===== config.mk =====
export PLATFORM = sky130hd
export DESIGN_NAME = ste_queue
export DESIGN_NICKNAME = d
export VERILOG_FILES = /design/src/rtl/ste_pkg.sv /design/src/rtl/ste_queue.sv
export SDC_FILE = /design/constraint.sdc
export NUM_CORES = 1
export LEC_CHECK = 0
export ABC_AREA = 0
export BUFFER_PORTS_ARGS = -buffer_cell sky130_fd_sc_hd__buf_2
export CAP_MARGIN = 40
export CELL_PAD_IN_SITES_DETAIL_PLACEMENT = 1
export CELL_PAD_IN_SITES_GLOBAL_PLACEMENT = 1
export CORE_AREA = 2 2 131 133
export DETAILED_ROUTE_END_ITERATION = 6
export DIE_AREA = 0 0 133 135
export PLACE_DENSITY_LB_ADDON = 0.1
export SLEW_MARGIN = 10
export SYNTH_ARGS = -nofsm -noshare
export SYNTH_HDL_FRONTEND = slang
export SYNTH_SLANG_ARGS = --single-unit

===== constraint.sdc =====
create_clock -name i_clk -period 4.9 [get_ports i_clk]
set_input_delay 0 -clock i_clk [delete_from_list [all_inputs] [get_ports i_clk]]
set_output_delay 0 -clock i_clk [all_outputs]
set_load 0.03 [all_outputs]

===== src/rtl/ste_pkg.sv =====
// Shared types, constants and helper functions of the sprite table tile emitter.
package ste_pkg;

    localparam int SPRITE_COUNT = 64;
    localparam int IDX_W        = 6;

    typedef enum logic [2:0] {
        REQ_SET_POS   = 3'd0,
        REQ_SET_TYPE  = 3'd1,
        REQ_SET_VIS   = 3'd2,
        REQ_SET_TILES = 3'd3,
        REQ_DRAW      = 3'd4,
        REQ_COLLIDE   = 3'd5
    } t_req_code;

    typedef enum logic [2:0] {
        OP_SET_POS,
        OP_SET_TYPE,
        OP_SET_VIS,
        OP_SET_TILES,
        OP_DRAW,
        OP_COLLIDE
    } t_op;

    localparam logic RESULT_TILE    = 1'b0;
    localparam logic RESULT_COLLIDE = 1'b1;

    typedef struct packed {
        logic [2:0]       req_type;
        logic [IDX_W-1:0] sprite_index;
        logic [IDX_W-1:0] other_index;
        logic [15:0]      pos_x;
        logic [15:0]      pos_y;
        logic [3:0]       sprite_type;
        logic             visible_flag;
        logic [7:0]       tile_0;
        logic [7:0]       tile_1;
        logic [7:0]       tile_2;
        logic [7:0]       tile_3;
    } t_req;

    typedef struct packed {
        logic        result_kind;
        logic [15:0] tile_x;
        logic [15:0] tile_y;
        logic [7:0]  tile_number;
        logic        collided;
        logic        last;
    } t_result;

    typedef struct packed {
        t_op              op;
        logic             idx_ok;
        logic [IDX_W-1:0] idx_a;
        logic [IDX_W-1:0] idx_b;
        logic [31:0]      pos;
        logic [3:0]       sprite_type;
        logic             vis;
        logic [31:0]      tiles;
    } t_cmd;

    function automatic logic [5:0] tile_size(input logic [3:0] stype);
        logic [5:0] size;
        case (stype[3:2])
            2'd0:    size = 6'd8;
            2'd1:    size = 6'd16;
            2'd2:    size = 6'd32;
            default: size = 6'd0;
        endcase
        return size;
    endfunction

    function automatic logic [15:0] extent(input logic [5:0] size, input logic doubled);
        logic [15:0] span;
        span = doubled ? {9'd0, size, 1'b0} : {10'd0, size};
        return span - 16'd1;
    endfunction

    function automatic logic index_ok(input logic [IDX_W-1:0] idx);
        return ({1'b0, idx} < (IDX_W+1)'(SPRITE_COUNT));
    endfunction

endpackage


===== src/rtl/ste_queue.sv =====
// Two-entry command queue between the intake and the execution side.
module ste_queue import ste_pkg::*; (
    input  logic i_clk,
    input  logic i_rst_n,
    input  logic i_push,
    input  t_cmd i_cmd,
    input  logic i_pop,
    output logic o_full,
    output logic o_empty,
    output t_cmd o_cmd
);

    t_cmd       r_slot [2];
    logic       r_wptr;
    logic       r_rptr;
    logic [1:0] r_count;

    assign o_full  = (r_count == 2'd2);
    assign o_empty = (r_count == 2'd0);
    assign o_cmd   = r_slot[r_rptr];

    always_ff @(posedge i_clk) begin
        if (!i_rst_n) begin
            r_wptr  <= 1'b0;
            r_rptr  <= 1'b0;
            r_count <= 2'd0;
        end else begin
            if (i_push) begin
                r_wptr <= ~r_wptr;
            end
            if (i_pop) begin
                r_rptr <= ~r_rptr;
            end
            if (i_push && !i_pop) begin
                r_count <= r_count + 2'd1;
            end else if (i_pop && !i_push) begin
                r_count <= r_count - 2'd1;
            end
        end
    end

    always_ff @(posedge i_clk) begin
        if (i_push) begin
            r_slot[r_wptr] <= i_cmd;
        end
    end

endmodule


==> flow_summary_export.csv <==
group,metric,value,unit
status,outcome,"completed",
power,powerDensity,398,nW/um^2
setup_path,worstPathArrival,2.42,ns
floorplan,die_w,133,um
synthesis,synth_top_area_cell,"edfxtp_1",
floorplan,dieArea,18000,sq um
synthesis,syn_nets,376,
power,intPower,2690,uW
setup_path,path_buf_inv,2,
setup_path,path_depth,3,
setup_path,rr_worst_depth,2,
synthesis,yosys_register_bits,175,
clock_tree,clk_pin_slew,0.07,ns
power,p_leak,0.00341,uW
global_routing,grtUsageTotal,0.157,
final_layout,register_area,5210,sq um
drt,drt_wl_total,13500,um
hold_path,min_path_type,"in -> reg",
global_routing,antenna_found_initial,0,
drt,wl_per_cell,16.9,um
power,ir_drop,0.233,mV
setup_path,worstSetupEndpoint,"o_cmd[15]",
timing,tightest_slew,0.644,ns
final_layout,fin_nets,653,
timing,max_freq,0.413,GHz
setup_path,path_cells,"buf_4 -> mux2_2 -> buf_2",
floorplan,start_util,0.387,
setup_path,r2r-start,"r_wptr",
setup_path,end_kind,"output pin",
placement,port_buffers,175,
placement,post-place-ws,2.86,ns
setup_path,cpLargestDelayFamily,"buffers and inverters",
global_routing,overflow,0,
setup_path,cp.required,4.90,ns
timing,fin_tns_setup,0,ns
global_routing,grt_pass1_wl,21200,um
setup_path,slowest_stage,"dfxtp_4",
final_layout,syn_to_final_growth,40.9,%
drt,vias_per_cell,4.52,
power,seqPwrFrac,0.494,
placement,dp_hpwl,8170,um
clock_tree,clockRootBuffer,"clkbuf_16",
drt,vias,3595,
final_layout,multiInputGateArea,1080,sq um
synthesis,ys_seq_area_frac,0.819,
final_layout,final-instance-count-excl-fill,796,
timing,rsz0062_at_grt,"false",
clock_tree,cts_tree,"built",
synthesis,yosys_warnings,0,
power,p_clk_frac,0.370,
synthesis,yosysTopAreaCellShare,0.803,
drt,dr.pass1.iters,4,
setup_path,max_stage_delay,0.71,ns
final_layout,fillers,1549,
final_layout,n_antenna_cell,0,
synthesis,synthesis.area,6360,sq um
setup_path,r2r_setup_slack,2.90,ns
clock_tree,numCtsBuffers,17,
floorplan,die_h,135,um
timing,period_needed,2.42,ns
clock_tree,clk_latency,0.42,ns
timing,fin_crit_sh,0.494,
timing,hold_viol_final,0,
timing,setup_ws,2.48,ns
clock_tree,cts_buffer_depth,2,
drt,drcViolationCount,0,
timing,max-slew-margin-rel,0.570,
power,swShare,0.246,
drt,first_iter_violations,144,
timing,holdWs,0.0846,ns
global_routing,grt_pass1_vias,4086,
setup_path,critical_path_class,"reg -> out",
floorplan,rows,47,
clock_tree,clock_sinks,175,
setup_path,reg2reg_to,"r_slot[1][1]",
power,combPwrFrac,0.136,
placement,dpl.cell_count,676,
timing,setup_viol,0,
floorplan,pin_count,176,
final_layout,drive_above_1_share,0.432,
clock_tree,h-tree-depth,4,
job,maxCapViolations,0,
placement,gp_congestion,0.711,
synthesis,syn_inst,286,
global_routing,grt_max_degree,51,
synthesis,yosys.cell_types.count,18,
setup_path,start_kind,"register",
power,p_sw,877,uW
timing,drv_slew,0,
timing,finClkSkew,0.00876,ns
synthesis,syn_area_per_cell,22.2,sq um
floorplan,core,16400,sq um
synthesis,synthTopCellsByArea,"edfxtp_1 (80%), mux2_1 (8.9%), mux2_2 (6.2%)",
drt,ant_nets,0,
power,total_power,3560,uW
clock_tree,post_cts_buffers,0,
setup_path,path_max_fanout,46,
## cell usage in the layout, fill, tap and decap left out
master,n
clkbuf_16,17
o21ai_0,1
and2_1,3
xor2_1,2
clkinv_4,2
clkbuf_8,1
dfxtp_4,1
inv_6,3
buf_12,2
xnor2_1,1
or3_1,1
clkinv_2,7
mux2_1,50
buf_4,2
edfxtp_1,170
ha_1,1
and2_4,1
bufinv_16,2
nor2b_1,2
a21boi_1,1
dfxtp_1,4
o21a_1,1
nor2b_4,1
inv_1,1
buf_2,175
nor2_1,1
dlygate4sd3_1,88
mux2_2,35
## how the worst min path moves through the flow
stage	start	endpoint	slack [ns]	cells past startpoint
detailed placement	i_cmd[76]	r_slot[0][76]	0.19	1
finish	i_push	r_slot[0][24]	0.08	2
global placement	i_cmd[21]	r_slot[0][21]	0.19	1
global route	i_push	r_slot[0][18]	0.08	2
floorplan	i_cmd[0]	r_slot[0][0]	0.1	0
CTS	i_push	r_slot[0][24]	0.06	2
## final cells by class
class | instances | share of cell area
tap | 220 | 0.0307
inverter | 1 | 0.000419
clock inverter | 14 | 0.0155
clock buffer | 18 | 0.0490
timing repair buffer | 267 | 0.202
multi-input combinational | 101 | 0.121
sequential | 175 | 0.582
## synthesized netlist by cell type, drive strengths merged
master and instances:
edfxtp 170, inv 1, and2 4, or3 1
mux2 85, xor2 2, xnor2 1, ha 1
o21a 1, nor2 1, o21ai 1, nor2b 3
dfxtp 5, a21boi 1, buf 9
## per-stage QoR
stage | utilization | area, sq um
after floorplan | - | 6360
after global placement | 0.456 | 7480
after detailed placement | 0.457 | 7500
after CTS | 0.546 | 8960
after global routing | 0.546 | 8960
final | 0.546 | 8960
## layer usage
metal	track usage	share of wire	vias to the layer above	wire length, um
met4	0.0675	0.016	0	217
li1	-	-	1680	-
met3	0.0552	0.070	18	938
met2	0.269	0.51	120	6820
met5	0	0	-	0
met1	0.178	0.41	1777	5490
## worst reg2reg max path, delay by kind of cell (launching register included)
| kind | cells | cell delay (ns) |
|---|---|---|
| DFF | 1 | 0.39 |
| buffers and inverters | 1 | 0.64 |
| and+or+nand+nor | 1 | 0.58 |
## power by group through the flow
stage	clock network [uW]	logic, uW	registers (uW)
global route	1410	520	1770
global placement	0	426	1790
finish	1320	486	1760
floorplan	0	300	1780
CTS	1360	493	1760
detailed placement	0	434	1790
## cells by family (layout without fill, tap and decap cells)
kind of cell               Yosys count  count (layout)  synth area share
and+or+nand+nor                      9               9           0.00846
DFF                                175             175             0.819
xor gates and xnor gates             3               3           0.00413
adders and majority gates            1               1           0.00197
buffers and inverters               10             300            0.0130
AOI/OAI and AO/OA                    3               3           0.00315
muxes                               85              85             0.151
## registers in the layout, summed over array words and instances, names as in the netlist, named ones only
register,cells
r_wptr,1
r_rptr,1
r_slot,170
r_count,2
## timing repair
item / in CTS / in global routing
endpoints found under the hold margin: 175 / 0
resized for setup: 0 / 0
hold buffers: 88 / 0
(Power assumes the default switching activity.)
