$ cat src/rtl/ste_pkg.sv
// Shared types, constants and helper functions of the sprite table tile emitter.
package ste_pkg;

    localparam int SPRITE_COUNT = 64;
    localparam int IDX_W        = 6;

    typedef enum logic [2:0] {
        REQ_SET_POS   = 3'd0,
        REQ_SET_TYPE  = 3'd1,
        REQ_SET_VIS   = 3'd2,
        REQ_SET_TILES = 3'd3,
        REQ_DRAW      = 3'd4,
        REQ_COLLIDE   = 3'd5
    } t_req_code;

    typedef enum logic [2:0] {
        OP_SET_POS,
        OP_SET_TYPE,
        OP_SET_VIS,
        OP_SET_TILES,
        OP_DRAW,
        OP_COLLIDE
    } t_op;

    localparam logic RESULT_TILE    = 1'b0;
    localparam logic RESULT_COLLIDE = 1'b1;

    typedef struct packed {
        logic [2:0]       req_type;
        logic [IDX_W-1:0] sprite_index;
        logic [IDX_W-1:0] other_index;
        logic [15:0]      pos_x;
        logic [15:0]      pos_y;
        logic [3:0]       sprite_type;
        logic             visible_flag;
        logic [7:0]       tile_0;
        logic [7:0]       tile_1;
        logic [7:0]       tile_2;
        logic [7:0]       tile_3;
    } t_req;

    typedef struct packed {
        logic        result_kind;
        logic [15:0] tile_x;
        logic [15:0] tile_y;
        logic [7:0]  tile_number;
        logic        collided;
        logic        last;
    } t_result;

    typedef struct packed {
        t_op              op;
        logic             idx_ok;
        logic [IDX_W-1:0] idx_a;
        logic [IDX_W-1:0] idx_b;
        logic [31:0]      pos;
        logic [3:0]       sprite_type;
        logic             vis;
        logic [31:0]      tiles;
    } t_cmd;

    function automatic logic [5:0] tile_size(input logic [3:0] stype);
        logic [5:0] size;
        case (stype[3:2])
            2'd0:    size = 6'd8;
            2'd1:    size = 6'd16;
            2'd2:    size = 6'd32;
            default: size = 6'd0;
        endcase
        return size;
    endfunction

    function automatic logic [15:0] extent(input logic [5:0] size, input logic doubled);
        logic [15:0] span;
        span = doubled ? {9'd0, size, 1'b0} : {10'd0, size};
        return span - 16'd1;
    endfunction

    function automatic logic index_ok(input logic [IDX_W-1:0] idx);
        return ({1'b0, idx} < (IDX_W+1)'(SPRITE_COUNT));
    endfunction

endpackage

$ cat src/rtl/ste_front.sv
// Command intake: accepts a word, classifies it and hands it on to the queue.
module ste_front import ste_pkg::*; (
    input  logic i_clk,
    input  logic i_rst_n,
    input  logic start,
    input  t_req i_req,
    input  logic i_q_full,
    output logic busy,
    output logic o_push,
    output t_cmd o_cmd
);

    logic r_valid;
    logic n_valid;
    t_cmd r_cmd;
    t_cmd cmd;
    logic keep;
    logic accept;

    assign o_push = r_valid && !i_q_full;
    assign busy   = r_valid && i_q_full;
    assign accept = start && !busy;
    assign o_cmd  = r_cmd;

    always_comb begin
        cmd.idx_a       = i_req.sprite_index;
        cmd.idx_b       = i_req.other_index;
        cmd.pos         = {i_req.pos_y, i_req.pos_x};
        cmd.sprite_type = i_req.sprite_type;
        cmd.vis         = i_req.visible_flag;
        cmd.tiles       = {i_req.tile_3, i_req.tile_2, i_req.tile_1, i_req.tile_0};
        cmd.idx_ok      = index_ok(i_req.sprite_index);
        cmd.op          = OP_DRAW;
        keep            = 1'b0;
        case (t_req_code'(i_req.req_type))
            REQ_SET_POS: begin
                cmd.op = OP_SET_POS;
                keep   = cmd.idx_ok;
            end
            REQ_SET_TYPE: begin
                cmd.op = OP_SET_TYPE;
                keep   = cmd.idx_ok;
            end
            REQ_SET_VIS: begin
                cmd.op = OP_SET_VIS;
                keep   = cmd.idx_ok;
            end
            REQ_SET_TILES: begin
                cmd.op = OP_SET_TILES;
                keep   = cmd.idx_ok;
            end
            REQ_DRAW: begin
                cmd.op = OP_DRAW;
                keep   = cmd.idx_ok;
            end
            REQ_COLLIDE: begin
                cmd.op     = OP_COLLIDE;
                cmd.idx_ok = index_ok(i_req.sprite_index) && index_ok(i_req.other_index);
                keep       = 1'b1;
            end
            default: begin
                keep = 1'b0;
            end
        endcase
    end

    always_comb begin
        if (accept && keep) begin
            n_valid = 1'b1;
        end else if (o_push) begin
            n_valid = 1'b0;
        end else begin
            n_valid = r_valid;
        end
    end

    always_ff @(posedge i_clk) begin
        if (!i_rst_n) begin
            r_valid <= 1'b0;
        end else begin
            r_valid <= n_valid;
        end
    end

    always_ff @(posedge i_clk) begin
        if (accept) begin
            r_cmd <= cmd;
        end
    end

endmodule

$ cat config.mk
export PLATFORM = sky130hd
export DESIGN_NAME = ste_front
export DESIGN_NICKNAME = d
export VERILOG_FILES = /design/src/rtl/ste_pkg.sv /design/src/rtl/ste_front.sv
export SDC_FILE = /design/constraint.sdc
export NUM_CORES = 1
export LEC_CHECK = 0
export BUFFER_PORTS_ARGS = -buffer_cell sky130_fd_sc_hd__buf_2
export CAP_MARGIN = 20
export CORE_ASPECT_RATIO = 1.5
export CORE_MARGIN = 1
export CORE_UTILIZATION = 41
export CTS_CLUSTER_SIZE = 12
export DETAILED_ROUTE_END_ITERATION = 7
export PLACE_DENSITY_LB_ADDON = 0.05
export SLEW_MARGIN = 20
export SYNTH_ARGS = -nofsm -noshare
export SYNTH_HDL_FRONTEND = slang
export SYNTH_SLANG_ARGS = --single-unit
$ cat constraint.sdc
create_clock -name i_clk -period 5.9 [get_ports i_clk]
set_input_delay 0.295 -clock i_clk [delete_from_list [all_inputs] [get_ports i_clk]]
set_output_delay 0.295 -clock i_clk [all_outputs]
set_load 0.05 [all_outputs]
==> results of run 1 <==
[cell usage in the layout (no fill, tap or decap)]
cell type and instances:
buf_2 173, edfxtp_1 84, clkbuf_8 9, a21boi_0 2, clkbuf_1 2, clkinv_1 2
bufinv_16 2, and2_4 1, nor2b_4 1, and2b_1 1, nor2b_1 1, o21a_1 1
conb_1 1, clkinvlp_4 1, buf_4 1, dfxtp_1 1
[flip-flops by register name, indices dropped and copies added (netlist names)]
register	cells
r_valid	1
o_cmd	84
[metal layers]
| metal | global-route usage [%] | part of all wire [%] | up-vias |
|---|---|---|---|
| met2 | 22.77 | 49 | 106 |
| met3 | 7.225 | 13 | 13 |
| met1 | 15.65 | 35 | 689 |
| met4 | 10.15 | 3.1 | 0 |
| met5 | 0 | 0 | - |
| li1 | - | - | 740 |
[cells by family after synthesis]
logic type	share of synthesized area (%)
buffers and inverters	0.4316
other	0.1437
AO/OA/AOI/OAI	0.8632
flip-flops	97.46
AND/OR/NAND/NOR	1.103
[power groups by stage]
| stage | registers (W) | logic, W | clock network (W) |
|---|---|---|---|
| after floorplan | 0.000855 | 0.0000167 | 0 |
| after global placement | 0.000726 | 0.000204 | 0 |
| after detailed placement | 0.000727 | 0.000205 | 0 |
| after CTS | 0.000714 | 0.000205 | 0.000434 |
| after global routing | 0.000717 | 0.000211 | 0.000452 |
| final | 0.000713 | 0.000203 | 0.000419 |
[layout make-up]
| cell class | count | area, sq um |
|---|---|---|
| tap | 74 | 92.59 |
| clock buffer | 11 | 131.4 |
| fill | 501 | 2354 |
| multi-input combinational | 8 | 62.56 |
| sequential | 85 | 2542 |
| clock inverter | 5 | 75.07 |
| timing repair buffer | 174 | 873.3 |
[worst min-delay path by stage]
stage	startpoint	to	slack, ns	cells after the start
2_1_floorplan	i_req[24]	o_cmd[0]	0.39	0
3_3_place_gp	i_req[74]	o_cmd[74]	0.47	1
3_5_place_dp	i_req[67]	o_cmd[51]	0.47	1
4_1_cts	i_req[52]	o_cmd[68]	0.10	1
5_1_grt	i_req[52]	o_cmd[68]	0.10	1
6_report	i_req[52]	o_cmd[68]	0.12	1
[through the flow]
| stage | utilization (%) | total power, W |
|---|---|---|
| after global placement | 58.24 | 0.0009296 |
| final | 61.61 | 0.001335 |
| after CTS | 61.61 | 0.001352 |
| after floorplan | - | 0.0008718 |
| after global routing | 61.61 | 0.001380 |
| after detailed placement | 58.24 | 0.0009319 |
[critical path: cells and delay by family, from the launching register on]
family / cells / cell delay, ns
flip-flops: 1 / 0.31
buffers and inverters: 1 / 0.63
AND/OR/NAND/NOR: 2 / 0.91
==> flow_summary.toml, run 1 <==
[pwr]
p_per_area_mw_per_mm2 = 353.5
p_comb_share_pct = 15.2
power_frac_seq_pct = 53.4
peakVddDrop_uv = 187.3
leakage_nw = 1.642
clkPwrFrac_pct = 31.4
swShare_pct = 26.09
internal_power_w = 0.0009869
switchingPower_w = 0.0003485

[detailed_routing]
wl_um = 4931
firstDrtPassIters = 4
vias = 1548
drt.antenna.violating_nets = 0
dr.first_iter.drc_count = 121
viasPerCell = 4.336
drt-wirelength-per-cell_um = 13.81
drc = 0

[logic_synthesis]
yosysMostFrequentCell = "edfxtp_1"
ys.flop_type = "edfxtp_1"
ys_ff_latch = 85
synth_nets = 183
async_reset_ff_share_pct = 0
synth_edf_count = 84
synth_area_leaders = "edfxtp_1 97%, dfxtp_1 0.77%, a21boi_0 0.58%, nor2b_1 0.48%, and2_4 0.34%"
synthDistinctLibCells = 10
syn-cell-area_sq_mm = 0.002609
yosys-top-cells-count = "84 x edfxtp_1, 2 x a21boi_0, 2 x nor2b_1"
syn_inst = 95
syn_area_per_cell_sq_um = 27.46
yosysSeqAreaShare_pct = 97.46
yosysTopAreaCellShare_pct = 96.69
yosys_warnings = 0
yosys.area.top_type = "edfxtp_1"

[global_routing]
grt_overflow = 0
antenna_found_initial = 0
grt_max_degree = 49
track_usage_pct = 14.85
grt_pass1_vias = 1482
grt_pass1_wl_um = 6824

[worst_setup_path]
start_kind = "register"
critPathCaptureType = "register"
crit_fanout = 48
ff2ff_path_depth = 3
crit_path_top_delay_cell = "nor2b_4"
path_class = "register to register"
worstPathCellList = "and2_4, nor2b_4, buf_4"
worstSetupStartpoint = "r_valid"
rr_startpoint = "r_valid"
crit_path_max_incr_delay_ns = 0.76
critPathArrivalTime_ns = 2.21
cp.required_ns = 5.87
rrSetupSlack_ns = 3.66
endpoint = "o_cmd[35]"
timing.rr.end = "o_cmd[35]"

[clocking]
clkSinkCount = 85
cts_resized = 0
htree_levels = 3
clockBufferDepth = 2
post-cts-setup-buffers = 0
ctsHoldBuffers = 0
clk_pin_slew_ns = 0.08
root_buffer = "clkbuf_8"
cts_buffers = 9
cts_tree = "built"
insertion_delay_ns = 0.34

[timing]
whs_ns = 0.1246
post-route-min-period_ns = 2.243
worst_slew_pin_slew_ns = 0.9814
fin_crit_sh_pct = 38.01
slew_violations = 0
fmax_mhz = 445.9
rsz0062_at_grt = "no"
setup_viol = 0
finalSetupTns_ns = 0
finalHoldViolations = 0
finClkSkew_ns = 0.008646
fin_ws_ns = 3.657
slew_headroom_pct = 34.43

[floorplan]
io_pins = 175
dieArea_sq_mm = 0.006693
die_x_um = 67.13
core_sq_mm = 0.006131
initial_core_util_pct = 42.55
rows = 35
die_height_um = 99.70

[placement]
port_buffers = 173
placed_area_sq_mm = 0.003571
place.gp.congestion = 0.6994
dp.cells = 341
preCtsSetupSlack_ns = 3.498
dp_hpwl_um = 3644

[run]
maxCapViolCount = 0

[worst_hold_path]
hold_class = "input port to register"

[final_layout]
drive_gt1_share_pct = 66.43
final_cells = 357
nets = 366
diodes = 0
fin_area_sq_mm = 0.003777
areaGrowthSynthToFinish_pct = 44.80

[status]
status = "complete, no violations"
(Power assumes the default switching activity.)
==> inputs of run 2 (changes only) <==
==> constraint.sdc (replaced) <==
create_clock -name i_clk -period 2.19 [get_ports i_clk]
set_input_delay 0.1095 -clock i_clk [delete_from_list [all_inputs] [get_ports i_clk]]
set_output_delay 0.1095 -clock i_clk [all_outputs]
set_load 0.05 [all_outputs]
==> flow_summary.toml, run 2 (synthesized netlist as in run 1, its figures left out) <==
[final_layout]
areaGrowthSynthToFinish_pct = 76.07
register_area_sq_mm = 0.002542
largest_reg_flops = 84
multiInputGateArea_sq_um = 62.56
nets = 450
fin_area_sq_mm = 0.004593
final_common_cell = "buf_2"
drive_gt1_share_pct = 51.77
final_cell_mix = "173 x buf_2, 84 x edfxtp_1, 83 x dlygate4sd3_1"
nFillCells = 393
diodes = 0

[global_routing]
grt_overflow = 0
grt.busiest_layer = "met2"
grt.met1_usage_pct = 19.09
grt_max_degree = 44
met3_usage_pct = 5.963
antenna_found_initial = 0
track_usage_pct = 19.38
grt_pass1_vias = 1994
grt_pass1_wl_um = 9073
globalRouteMet2Util_pct = 33.54

[worst_setup_path]
crit_path_top_delay_cell = "buf_4"
worstPathCellList = "and2_4, nor2b_4, buf_4"
rrSetupSlack_ns = 0.77
rr_startpoint = "r_valid"
start_kind = "register"
cp_top_family = "buffers and inverters"
worstSetupStartpoint = "r_valid"
cp.required_ns = 2.17
timing.rr.end = "o_cmd[75]"
critical_path_buf_inv_count = 1
path_class = "register to register"
crit_path_max_incr_delay_ns = 0.45
critPathArrivalTime_ns = 1.40
ff2ff_path_depth = 3
crit_fanout = 43
critPathCaptureType = "register"
worstSetupPathDepth = 3

[pwr]
peakVddDrop_uv = 486.3
leakage_nw = 1.989
p_per_area_mw_per_mm2 = 787.7

[timing]
slew_violations = 0
finalSetupTns_ns = 0
rsz0062_at_grt = "no"
fin_ws_ns = 0.7654
slew_headroom_pct = 64.84
post-route-min-period_ns = 1.425
finClkSkew_ns = 0.009351
worst_slew_pin_slew_ns = 0.5275
setup_viol = 0
fmax_mhz = 701.9
finalHoldViolations = 0
fin_crit_sh_pct = 65.05

[floorplan]
die_x_um = 67.13
initial_core_util_pct = 42.55
io_pins = 175
rows = 35
dieArea_sq_mm = 0.006693
core_sq_mm = 0.006131
die_height_um = 99.70

[run]
maxCapViolCount = 0

[detailed_routing]
dr.first_iter.drc_count = 109
drt-wirelength-per-cell_um = 14.04
drt.antenna.violating_nets = 0
wl_um = 6192
vias = 1892
drc = 0
firstDrtPassIters = 4
viasPerCell = 4.290

[clocking]
root_buffer = "clkbuf_8"
insertion_delay_ns = 0.34
cts_resized = 0
htree_levels = 3
clkSinkCount = 85
clockBufferDepth = 2
clk_pin_slew_ns = 0.08
cts_buffers = 9
cts_tree = "built"

[placement]
port_buffers = 173
dp_hpwl_um = 3837
preCtsSetupSlack_ns = 0.7819
placed_area_sq_mm = 0.003578
place.gp.congestion = 0.6868

[worst_hold_path]
min_to = "o_cmd[83]"
holdPathStages = 2
hold_class = "input port to register"
min-delay-start = "i_req[82]"

[status]
status = "complete, no violations"
run 2: cell types whose count changed in the layout (fill, tap and decap cells not counted), sizes merged:
cell         delta
clkinv          +1
dlygate4sd3    +83
clkbuf          +1
buf             +1
bufinv          -1
clkinvlp        -1
run 2: layout make-up:
cell class	count	area share (%)
clock buffers	12	2.942
clock inverters	4	1.062
multi-input cells	8	1.362
flip-flops and latches	85	55.35
well taps	74	2.016
repair buffers	258	37.26
run 2: where the power goes:
part           internal [W]  total [W]  leakage (nW)  switching (W)
logic              0.000219   0.000670          1.07       0.000452
registers           0.00190    0.00192         0.824      0.0000206
clock network      0.000527    0.00103        0.0943       0.000498
total               0.00265    0.00362          1.99       0.000971
run 2: worst max path at each step:
| stage | endpoint | slack, ns |
|---|---|---|
| after CTS | o_cmd[59] | 0.77 |
| after floorplan | o_cmd[0] | 0.01 |
| after global routing | o_cmd[59] | 0.69 |
| after global placement | o_cmd[29] | 0.82 |
| after detailed placement | o_cmd[63] | 0.78 |
| final | o_cmd[75] | 0.77 |
run 2: what timing repair did:
item                       CTS  global route
setup endpoints to repair    0             0
buffers inserted             0             0
hold buffers                83             0
hold endpoints to repair    83             0
run 2: per-layer routing:
metal | share of wire [%] | up-vias
met5 | 0 | -
met4 | 4.2 | 0
met3 | 8.7 | 19
met2 | 53 | 111
met1 | 35 | 854
li1 | - | 908
run 2: through the flow:
step | total power (W) | hold WS (ns) | instances | util (%)
after floorplan | 0.002342 | 0.2084 | 95 | -
final | 0.003618 | 0.09737 | 441 | 74.92
after detailed placement | 0.002513 | 0.2876 | 342 | 58.37
after global routing | 0.003752 | 0.08048 | 441 | 74.92
after CTS | 0.003653 | 0.08145 | 441 | 74.92
after global placement | 0.002505 | 0.2855 | 342 | 58.37
